File: config.mk
export PLATFORM = sky130hd
export DESIGN_NAME = matrix_add_sub_multiply
export DESIGN_NICKNAME = d
export VERILOG_FILES = /design/src/hw/rtl/mas_pkg.sv /design/src/hw/rtl/mas_ram.sv /design/src/hw/rtl/matrix_add_sub_multiply.sv
export SDC_FILE = /design/constraint.sdc
export NUM_CORES = 2
export LEC_CHECK = 0
export ABC_AREA = 1
export BUFFER_PORTS_ARGS = -buffer_cell sky130_fd_sc_hd__buf_2
export CORE_UTILIZATION = 55
export CTS_CLUSTER_SIZE = 25
export DETAILED_ROUTE_END_ITERATION = 10
export PLACE_DENSITY = 0.84
export SLEW_MARGIN = 20
export SYNTH_ARGS = -nofsm -noshare
export SYNTH_HDL_FRONTEND = slang
export SYNTH_SLANG_ARGS = --single-unit
File: constraint.sdc
create_clock -name clk -period 6.46 [get_ports clk]
set_input_delay 0.323 -clock clk [delete_from_list [all_inputs] [get_ports clk]]
set_output_delay 0.323 -clock clk [all_outputs]
set_load 0.1 [all_outputs]
File: src/hw/rtl/mas_pkg.sv
// Shared types and constants for the matrix add/subtract/multiply block.
// No dependencies.
package mas_pkg;

    localparam int ELEM_W = 16;
    localparam int SUM_W  = 17;
    localparam int MUL_W  = 32;
    localparam int PROD_W = 34;
    localparam int IDX_W  = 3;

    typedef enum logic [1:0] {
        ST_LOAD,
        ST_RUN,
        ST_FLUSH
    } state_t;

endpackage

File: src/hw/rtl/mas_ram.sv
// Generic single-write, single-read synchronous RAM with registered read.
// No dependencies.
module mas_ram #(
    parameter int WIDTH = 16,
    parameter int DEPTH = 16
) (
    input  logic                     clk,
    input  logic                     we,
    input  logic [$clog2(DEPTH)-1:0] waddr,
    input  logic [WIDTH-1:0]         wdata,
    input  logic                     re,
    input  logic [$clog2(DEPTH)-1:0] raddr,
    output logic [WIDTH-1:0]         rdata
);

    logic [WIDTH-1:0] mem [DEPTH];

    always_ff @(posedge clk)
    begin
        if (we)
        begin
            mem[waddr] <= wdata;
        end
        if (re)
        begin
            rdata <= mem[raddr];
        end
    end

endmodule

File: src/hw/rtl/matrix_add_sub_multiply.sv
// Matrix add/subtract/multiply top level; uses mas_pkg and mas_ram.
// Load takes N*N words, one per cycle. Each result then sums N products,
// one multiply-accumulate per cycle unless out_stall holds the pipeline,
// bound by the single read port of each RAM.
// Reset clears control state only; the matrix RAMs are not cleared.
module matrix_add_sub_multiply #(
    parameter int MATRIX_SIZE = 4
) (
    input  logic                              clk,
    input  logic                              rst_n,
    input  logic                              in_valid,
    output logic                              in_stall,
    input  logic signed [mas_pkg::ELEM_W-1:0] a_value,
    input  logic signed [mas_pkg::ELEM_W-1:0] b_value,
    output logic                              out_valid,
    input  logic                              out_stall,
    output logic [mas_pkg::IDX_W-1:0]         row_index,
    output logic [mas_pkg::IDX_W-1:0]         col_index,
    output logic signed [mas_pkg::SUM_W-1:0]  sum_value,
    output logic signed [mas_pkg::SUM_W-1:0]  diff_value,
    output logic signed [mas_pkg::PROD_W-1:0] product_value,
    output logic                              last_result
);

    localparam int DEPTH = MATRIX_SIZE * MATRIX_SIZE;
    localparam int AW    = $clog2(DEPTH);
    localparam int IW    = $clog2(MATRIX_SIZE);
    localparam logic [AW-1:0] LAST_POS = AW'(DEPTH - 1);
    localparam logic [IW-1:0] IDX_MAX  = IW'(MATRIX_SIZE - 1);
    localparam logic [AW-1:0] STRIDE   = AW'(MATRIX_SIZE);

    mas_pkg::state_t state_reg, state_next;

    logic [AW-1:0] load_cnt_reg;
    logic [IW-1:0] r_reg, c_reg, k_reg;
    logic [AW-1:0] row_base_reg, k_base_reg;

    logic                              s1_valid_reg, s1_first_reg, s1_last_reg;
    logic                              s1_cap_a_reg, s1_cap_b_reg, s1_final_reg;
    logic [IW-1:0]                     s1_row_reg, s1_col_reg;
    logic                              s2_valid_reg, s2_first_reg, s2_last_reg;
    logic                              s2_final_reg;
    logic [IW-1:0]                     s2_row_reg, s2_col_reg;
    logic signed [mas_pkg::MUL_W-1:0]  prod_reg;
    logic signed [mas_pkg::ELEM_W-1:0] s2_a_reg, s2_b_reg;
    logic signed [mas_pkg::PROD_W-1:0] acc_reg, acc_next;
    logic                              out_valid_reg;

    logic                              adv, issue, load_we, load_done, run_done;
    logic [AW-1:0]                     addr_a, addr_b;
    logic [mas_pkg::ELEM_W-1:0]        rdata_a, rdata_b;
    logic signed [mas_pkg::ELEM_W-1:0] rd_a, rd_b;
    logic                              k_end, c_end, r_end, s2_done;

    assign load_we   = (state_reg == mas_pkg::ST_LOAD) && in_valid;
    assign load_done = load_we && (load_cnt_reg == LAST_POS);
    assign adv       = !(s2_valid_reg && s2_last_reg && out_valid_reg && out_stall);
    assign issue     = (state_reg == mas_pkg::ST_RUN) && adv;
    assign k_end     = (k_reg == IDX_MAX);
    assign c_end     = (c_reg == IDX_MAX);
    assign r_end     = (r_reg == IDX_MAX);
    assign run_done  = issue && k_end && c_end && r_end;
    assign s2_done   = adv && s2_valid_reg && s2_last_reg;
    assign addr_a    = row_base_reg + AW'(k_reg);
    assign addr_b    = k_base_reg + AW'(c_reg);
    assign rd_a      = $signed(rdata_a);
    assign rd_b      = $signed(rdata_b);

    mas_ram #(
        .WIDTH (mas_pkg::ELEM_W),
        .DEPTH (DEPTH)
    ) u_ram_a (
        .clk   (clk),
        .we    (load_we),
        .waddr (load_cnt_reg),
        .wdata (a_value),
        .re    (issue),
        .raddr (addr_a),
        .rdata (rdata_a)
    );

    mas_ram #(
        .WIDTH (mas_pkg::ELEM_W),
        .DEPTH (DEPTH)
    ) u_ram_b (
        .clk   (clk),
        .we    (load_we),
        .waddr (load_cnt_reg),
        .wdata (b_value),
        .re    (issue),
        .raddr (addr_b),
        .rdata (rdata_b)
    );

    always_ff @(posedge clk or negedge rst_n)
    begin
        if (!rst_n)
        begin
            state_reg <= mas_pkg::ST_LOAD;
        end
        else
        begin
            state_reg <= state_next;
        end
    end

    always_comb
    begin
        state_next = state_reg;
        in_stall   = 1'b1;
        case (state_reg)
            mas_pkg::ST_LOAD:
            begin
                in_stall = 1'b0;
                if (load_done)
                begin
                    state_next = mas_pkg::ST_RUN;
                end
            end
            mas_pkg::ST_RUN:
            begin
                if (run_done)
                begin
                    state_next = mas_pkg::ST_FLUSH;
                end
            end
            mas_pkg::ST_FLUSH:
            begin
                if (s2_done && s2_final_reg)
                begin
                    state_next = mas_pkg::ST_LOAD;
                end
            end
            default:
            begin
                state_next = mas_pkg::ST_LOAD;
            end
        endcase
    end

    // load counter and read sequencer
    always_ff @(posedge clk or negedge rst_n)
    begin
        if (!rst_n)
        begin
            load_cnt_reg <= '0;
            r_reg        <= '0;
            c_reg        <= '0;
            k_reg        <= '0;
            row_base_reg <= '0;
            k_base_reg   <= '0;
        end
        else
        begin
            if (load_we)
            begin
                load_cnt_reg <= load_done ? '0 : load_cnt_reg + AW'(1);
            end
            if (load_done)
            begin
                r_reg        <= '0;
                c_reg        <= '0;
                k_reg        <= '0;
                row_base_reg <= '0;
                k_base_reg   <= '0;
            end
            else if (issue)
            begin
                if (k_end)
                begin
                    k_reg      <= '0;
                    k_base_reg <= '0;
                    if (c_end)
                    begin
                        c_reg        <= '0;
                        r_reg        <= r_reg + IW'(1);
                        row_base_reg <= row_base_reg + STRIDE;
                    end
                    else
                    begin
                        c_reg <= c_reg + IW'(1);
                    end
                end
                else
                begin
                    k_reg      <= k_reg + IW'(1);
                    k_base_reg <= k_base_reg + STRIDE;
                end
            end
        end
    end

    // pipeline control
    always_ff @(posedge clk or negedge rst_n)
    begin
        if (!rst_n)
        begin
            s1_valid_reg  <= 1'b0;
            s2_valid_reg  <= 1'b0;
            out_valid_reg <= 1'b0;
        end
        else
        begin
            if (adv)
            begin
                s1_valid_reg <= issue;
                s2_valid_reg <= s1_valid_reg;
            end
            if (s2_done)
            begin
                out_valid_reg <= 1'b1;
            end
            else if (!out_stall)
            begin
                out_valid_reg <= 1'b0;
            end
        end
    end

    always_comb
    begin
        acc_next = (s2_first_reg ? '0 : acc_reg) + mas_pkg::PROD_W'(prod_reg);
    end

    // pipeline payload
    always_ff @(posedge clk)
    begin
        if (adv)
        begin
            s1_first_reg <= (k_reg == '0);
            s1_last_reg  <= k_end;
            s1_cap_a_reg <= (k_reg == c_reg);
            s1_cap_b_reg <= (k_reg == r_reg);
            s1_final_reg <= k_end && c_end && r_end;
            s1_row_reg   <= r_reg;
            s1_col_reg   <= c_reg;

            s2_first_reg <= s1_first_reg;
            s2_last_reg  <= s1_last_reg;
            s2_final_reg <= s1_final_reg;
            s2_row_reg   <= s1_row_reg;
            s2_col_reg   <= s1_col_reg;
            prod_reg     <= rd_a * rd_b;
            if (s1_valid_reg && s1_cap_a_reg)
            begin
                s2_a_reg <= rd_a;
            end
            if (s1_valid_reg && s1_cap_b_reg)
            begin
                s2_b_reg <= rd_b;
            end
            if (s2_valid_reg)
            begin
                acc_reg <= acc_next;
            end
        end
        if (s2_done)
        begin
            row_index     <= mas_pkg::IDX_W'(s2_row_reg);
            col_index     <= mas_pkg::IDX_W'(s2_col_reg);
            sum_value     <= mas_pkg::SUM_W'(s2_a_reg) + mas_pkg::SUM_W'(s2_b_reg);
            diff_value    <= mas_pkg::SUM_W'(s2_a_reg) - mas_pkg::SUM_W'(s2_b_reg);
            product_value <= acc_next;
            last_result   <= s2_final_reg;
        end
    end

    assign out_valid = out_valid_reg;

endmodule

### Word level (Yosys, flattened, before mapping)

Memories as Yosys holds them, arrays and structs flattened. A register that Yosys moved wholly into a read port is not among the register bits.
Cells that the tools add are included.

| operators by class | value |
|---|---|
| reduce and logical (&&, ||, !) cells | 28 |
| bitwise operators | 1 |
| shift-type cells | 0 |
| eq/ne operators | 12 |
| add/sub/neg operators | 11 |
| order comparisons | 0 |
| divide/modulo/power cells | 0 |
| $mul | 1 |
| muxes and demuxes | 29 |

Operator list:

| operator | number |
|---|---|
| 34-bit adder | 1 |
| 34-bit two-way mux | 1 |
| 16-bit by 16-bit multiplier with 32-bit output | 1 |
| 4-bit two-way mux | 8 |
| 2-bit two-way mux | 14 |
| 16-bit by 16-bit adder with 17-bit output | 1 |
| 16-bit by 16-bit subtractor with 17-bit output | 1 |
| 1-bit logical AND | 16 |
| 4-bit by 2-bit adder with 4-bit output | 2 |
| 4-bit by 3-bit adder with 4-bit output (second input constant) | 2 |
| 2-bit == test (second input constant) | 4 |
| 2-bit AND reduction | 4 |
| 2-bit by 1-bit adder with 2-bit output (second input constant) | 3 |
| 2-bit != test (second input constant) | 3 |
| 2-bit case mux with 3 select lines | 1 |
| 3-bit AND reduction | 2 |
| 2-bit nonzero test | 3 |
| 1-bit two-way mux | 5 |
| 4-bit by 1-bit adder with 4-bit output (second input constant) | 1 |
| 2-bit == test | 2 |
| 4-bit == test (second input constant) | 1 |
| 2-bit logical NOT | 2 |
| 2-bit by 1-bit == test with 1-bit output (second input constant) | 1 |
| 2-bit by 1-bit != test with 1-bit output (second input constant) | 1 |
| other kinds (2) | 2 |

| storage, ports and cells | value |
|---|---|
| memories | 2 |
| latch bits | 0 |
| logic and storage cells | 116 |
| bits of input ports | 36 |
| output and inout port bits | 77 |
| register bits after elaboration | 210 |
| memory bits (read-only) | 0 |
| bits in writable memories | 512 |

Memories:

| memory | words | bits a word | read ports | clocked after memory_dff | write ports | line | text |
|---|---|---|---|---|---|---|---|
| u_ram_a.mem | 16 | 16 | 1 | 1 | 1 | mas_ram.sv:16 | `logic [WIDTH-1:0] mem [DEPTH];` |
| u_ram_b.mem | 16 | 16 | 1 | 1 | 1 | mas_ram.sv:16 |  |

### Longest topological paths before layout

| depth | value |
|---|---|
| word-level depth | 10 |
| gate-level depth with buffers | 26 |
| gate-level depth less buffers | 24 |

### Hierarchy

A second synthesis with hierarchy kept.

| second synthesis, totals | value |
|---|---|
| cell total of the unflattened synthesis | 4718 |
| area total of the unflattened synthesis | 44804.2 um^2 |

Modules (own cells, without submodules):

| module | sequential area each (um^2) | instances | cells an instance | area each (um^2) |
|---|---|---|---|---|
| matrix_add_sub_multiply | 6060.8 | 1 | 2570 | 21714.6 |
| mas_ram at u_ram_a | 8167.8 | 1 | 1074 | 11548.6 |
| mas_ram at u_ram_b | 8167.8 | 1 | 1074 | 11541.1 |

### Worst setup path after synthesis

OpenSTA, ideal clock, no wires.

| path | value |
|---|---|
| path type | reg2reg |
| start point | register u_ram_a.rdata[15] (read register of u_ram_a.mem) |
| end point | register prod_reg[24] (netlist bit), data pin |
| setup slack | 0.793 ns |
| path buffers | 1 |
| stages on the path, launching flop included | 22 |
| data required time | 6.207 ns |
| setup time | 0.253 ns |
| period minus slack after synthesis | 5.667 ns |
| arrival time | 5.414 ns |
| path through | edfxtp_1 clkbuf_1 nand2_1 inv_1 fa_1 fa_1 inv_1 fa_1 fa_1 inv_1 fa_1 inv_1 fa_1 inv_1 ha_1 nand2_1 nor2_1 inv_1 nor3_1 nand3b_1 nand4_1 nand2_1 |

| on the way | value |
|---|---|
| longest elaborated chain between the ends | 1 |

RTL lines:

| element | line | text |
|---|---|---|
| start: declaration | mas_ram.sv:13 | `output logic [WIDTH-1:0] rdata` |
| 16-bit by 16-bit multiplier with 32-bit output | matrix_add_sub_multiply.sv:243 | `prod_reg <= rd_a * rd_b;` |
| end signal: assignment | matrix_add_sub_multiply.sv:243 |  |
| end: declaration | matrix_add_sub_multiply.sv:44 | `logic signed [mas_pkg::MUL_W-1:0] prod_reg;` |

No other way between the ends.
A chain may end at the register's enable or synchronous reset.

### Worst setup path after layout

| path | value |
|---|---|
| start point | register u_ram_a.rdata[13] (read register of u_ram_a.mem) |
| end point | register prod_reg[20] (netlist bit), data pin |

Same word-level chain as after synthesis.

==> key figures <==
Worst setup path
  • Critical path type: flip-flop to flip-flop
  • CP max FO: 17
  • R2R cell count: 19
  • Req. time, crit path: 6.83 ns
  • Critical Path AT: 6.42 ns
  • CP Capture Type: flip-flop
  • CP Launch Type: flip-flop

Logic synthesis
  • Cells after Synth: 4004
  • Compound-Gate Fraction of Synth Area: 7.73%
  • Largest cells by area after synthesis: edfxtp_1, fa_1, nand2_1
  • Register area share after synthesis: 52.6%
  • Largest family of logic cells by synthesized area: adder cells
  • Mapped Area: 42600 sq um
  • Share of the synthesized area in the top cell type: 51.5%
  • Post-synth top flop: edfxtp_1
  • Mux contribution to synthesized area: 0.917%
  • Post-synthesis simple-gate area fraction: 12.6%
  • Synth Warn #: 0
  • Number of synthesized register bits: 749
  • Adder-Cell Fraction of Synth Area: 17.0%
  • Async SR Flop Fraction: 2.54%
  • Number of flops mapped to enable cells by yosys: 730
  • Post-Syn Area per Cell: 10.6 sq um
  • Cell variety after synth: 48
  • Post-synthesis xor/xnor area fraction: 1.34%
  • Area leader, netlist: edfxtp_1

Cells and area
  • Area Overhead vs Synth: 9.97%
  • Most frequent cells in the layout: edfxtp_1, nand2_1, inv_1
  • Net count, final: 4518
  • Regs by FF count: u_ram_a.mem x256, u_ram_b.mem x256
  • Layout cell share with drive strength beyond 1: 7.57%
  • Most common cell after layout, fill and taps aside: edfxtp_1

GRT
  • All-Layer GR Usage: 27.1%
  • First-pass GRT wire length: 164000 um
  • Largest net degree at the start of global routing: 93
  • Grt total ovfl: 0
  • Vias in the first global route: 30200
  • Initial antenna violation count: 7

Die
  • Core box area: 76200 sq um
  • DIE WIDTH: 280 um
  • Number of placed I/O pins: 113
  • Height of the chip: 280 um
  • Starting Density: 55.9%
  • Row count: 101
  • Die Area: 78500 sq um

Clock tree
  • CTS HTree Levels: 3
  • Clock Path Buffers: 3
  • Setup bufs post-CTS: 0
  • Clk pin slew, worst setup/hold paths: 0.06 ns
  • # clock sinks: 749
  • CTS tree: done
  • Clock root buffer master: clkbuf_16
  • Later-pin clock latency in the skew report: 0.66 ns
  • Inserted Clock Buffers: 76

Route
  • Routed vias/inst: 5.77
  • Total wire length: 106000 um
  • Antenna-violating nets left: 0
  • Initial DRC count: 3321
  • Routed length per placed instance: 20.5 um
  • Via count: 29800
  • Initial DRT Pass Iterations: 7
  • DRC Markers: 0

Timing
  • Fin Setup TNS: 0 ns
  • Unrepaired setup endpoints after global routing: no
  • F_max: 165 MHz
  • Final setup viols: 0
  • Clock Skews: 0.0501 ns
  • Final Cycle Share: 93.8%
  • Slew Limit Fails: 0
  • Crit path time final: 6.06 ns
  • Rel. slew slack: 31.6%
  • Worst-margin pin slew: 1.02 ns
  • Final Hold Vio Count: 0

Placement
  • Routability congestion estimate: 0.995
  • Detailed placement HPWL: 69300 um
  • Port Buf Inserts: 110

Min path
  • Worst min path class: primary input to flip-flop
  • Hold path cells: 1

Status
  • Status: finished, final reports clean

Job
  • Max_cap viols: 0
layer usage:
metal  GRT usage [%]  share of wire, %
met5               0             0.062
met4            12.0               4.0
met3            5.61               9.8
met2            46.0                49
met1            33.6                37
cell usage after synthesis, types with 10 or more instances:
master,instances
a21oi_1,100
buf_2,41
clkbuf_1,115
dfrtp_1,19
edfxtp_1,730
fa_1,265
ha_1,155
inv_1,663
mux2i_1,39
nand2_1,691
nand3_1,149
nand4_1,24
nor2_1,415
nor3_1,24
o211ai_1,35
o21ai_0,262
o21ai_1,19
o21bai_1,10
o221ai_1,95
xor2_1,58
repair_timing:
action / CTS / global route
resized for setup: 0 / 0
hold endpoints to repair: 28 / 0
hold buffers: 2 / 0
cell families (layout without fill, tap and decap cells):
family | Yosys count | after routing
AOI/OAI and AO/OA | 551 | 551
xor gates and xnor gates | 65 | 65
adders and majority gates | 420 | 420
buffers and inverters | 849 | 965
DFF | 749 | 749
muxes | 39 | 39
other | 1 | 7
and+or+nand+nor | 1330 | 1330
worst paths after layout:
path / from / endpoint / slack (ns)
worst max-delay path: u_ram_a.rdata[13]$_DFFE_PP_ / prod_reg[20]$_DFFE_PN_ / 0.40
worst min-delay path: b_value[5] / u_ram_b.mem[6][5]$_DFFE_PP_ / 0.03
worst max register to register: u_ram_a.rdata[13]$_DFFE_PP_ / prod_reg[20]$_DFFE_PN_ / 0.40
worst min register to register: s1_final_reg$_DFFE_PN_ / s2_final_reg$_DFFE_PN_ / 0.42
max in group asynchronous: rst_n / k_reg[0]$_DFFE_PN0P_ / 5.67
min in group asynchronous: rst_n / load_cnt_reg[2]$_DFFE_PN0P_ / 0.32
layout make-up:
cell class | count | area [sq um]
clock buffer | 91 | 2010
tap | 1030 | 1290
timing repair buffer | 155 | 893
sequential | 749 | 22400
antenna | 5 | 12.5
fill | 5660 | 29400
multi-input combinational | 2407 | 17000
inverter | 673 | 2530
clock inverter | 46 | 668
critical path, cell delays in order, from the launching register on:
cell	delay [ns]
edfxtp_1	0.99
nand2_1	0.19
fa_1	0.55
fa_1	0.47
fa_1	0.54
inv_1	0.05
fa_1	0.50
fa_1	0.50
inv_1	0.05
fa_1	0.48
inv_1	0.04
ha_1	0.34
a21oi_1	0.32
o21ai_0	0.23
nand2_1	0.10
nand2_1	0.08
a21oi_1	0.19
nand2_1	0.07
nand2_1	0.06
nand2_1	0.06
through the flow:
step | setup slack, ns | instance area (sq um) | instances | utilization [%] | hold slack [ns]
finish | 0.403 | 46800 | 5156 | 61.4 | 0.0296
global route | 0.168 | 46800 | 5153 | 61.4 | 0.00838
CTS | 0.456 | 46800 | 5151 | 61.4 | 0.0000336
detailed placement | 0.464 | 44100 | 5012 | 57.9 | 0.328
global placement | 0.589 | 44100 | 5012 | 57.9 | 0.325
floorplan | 0.793 | 42600 | 4005 | - | 0.0274
Power is not shown: default switching activity piles up to over one toggle a cycle in this logic, so the estimate is an artifact.
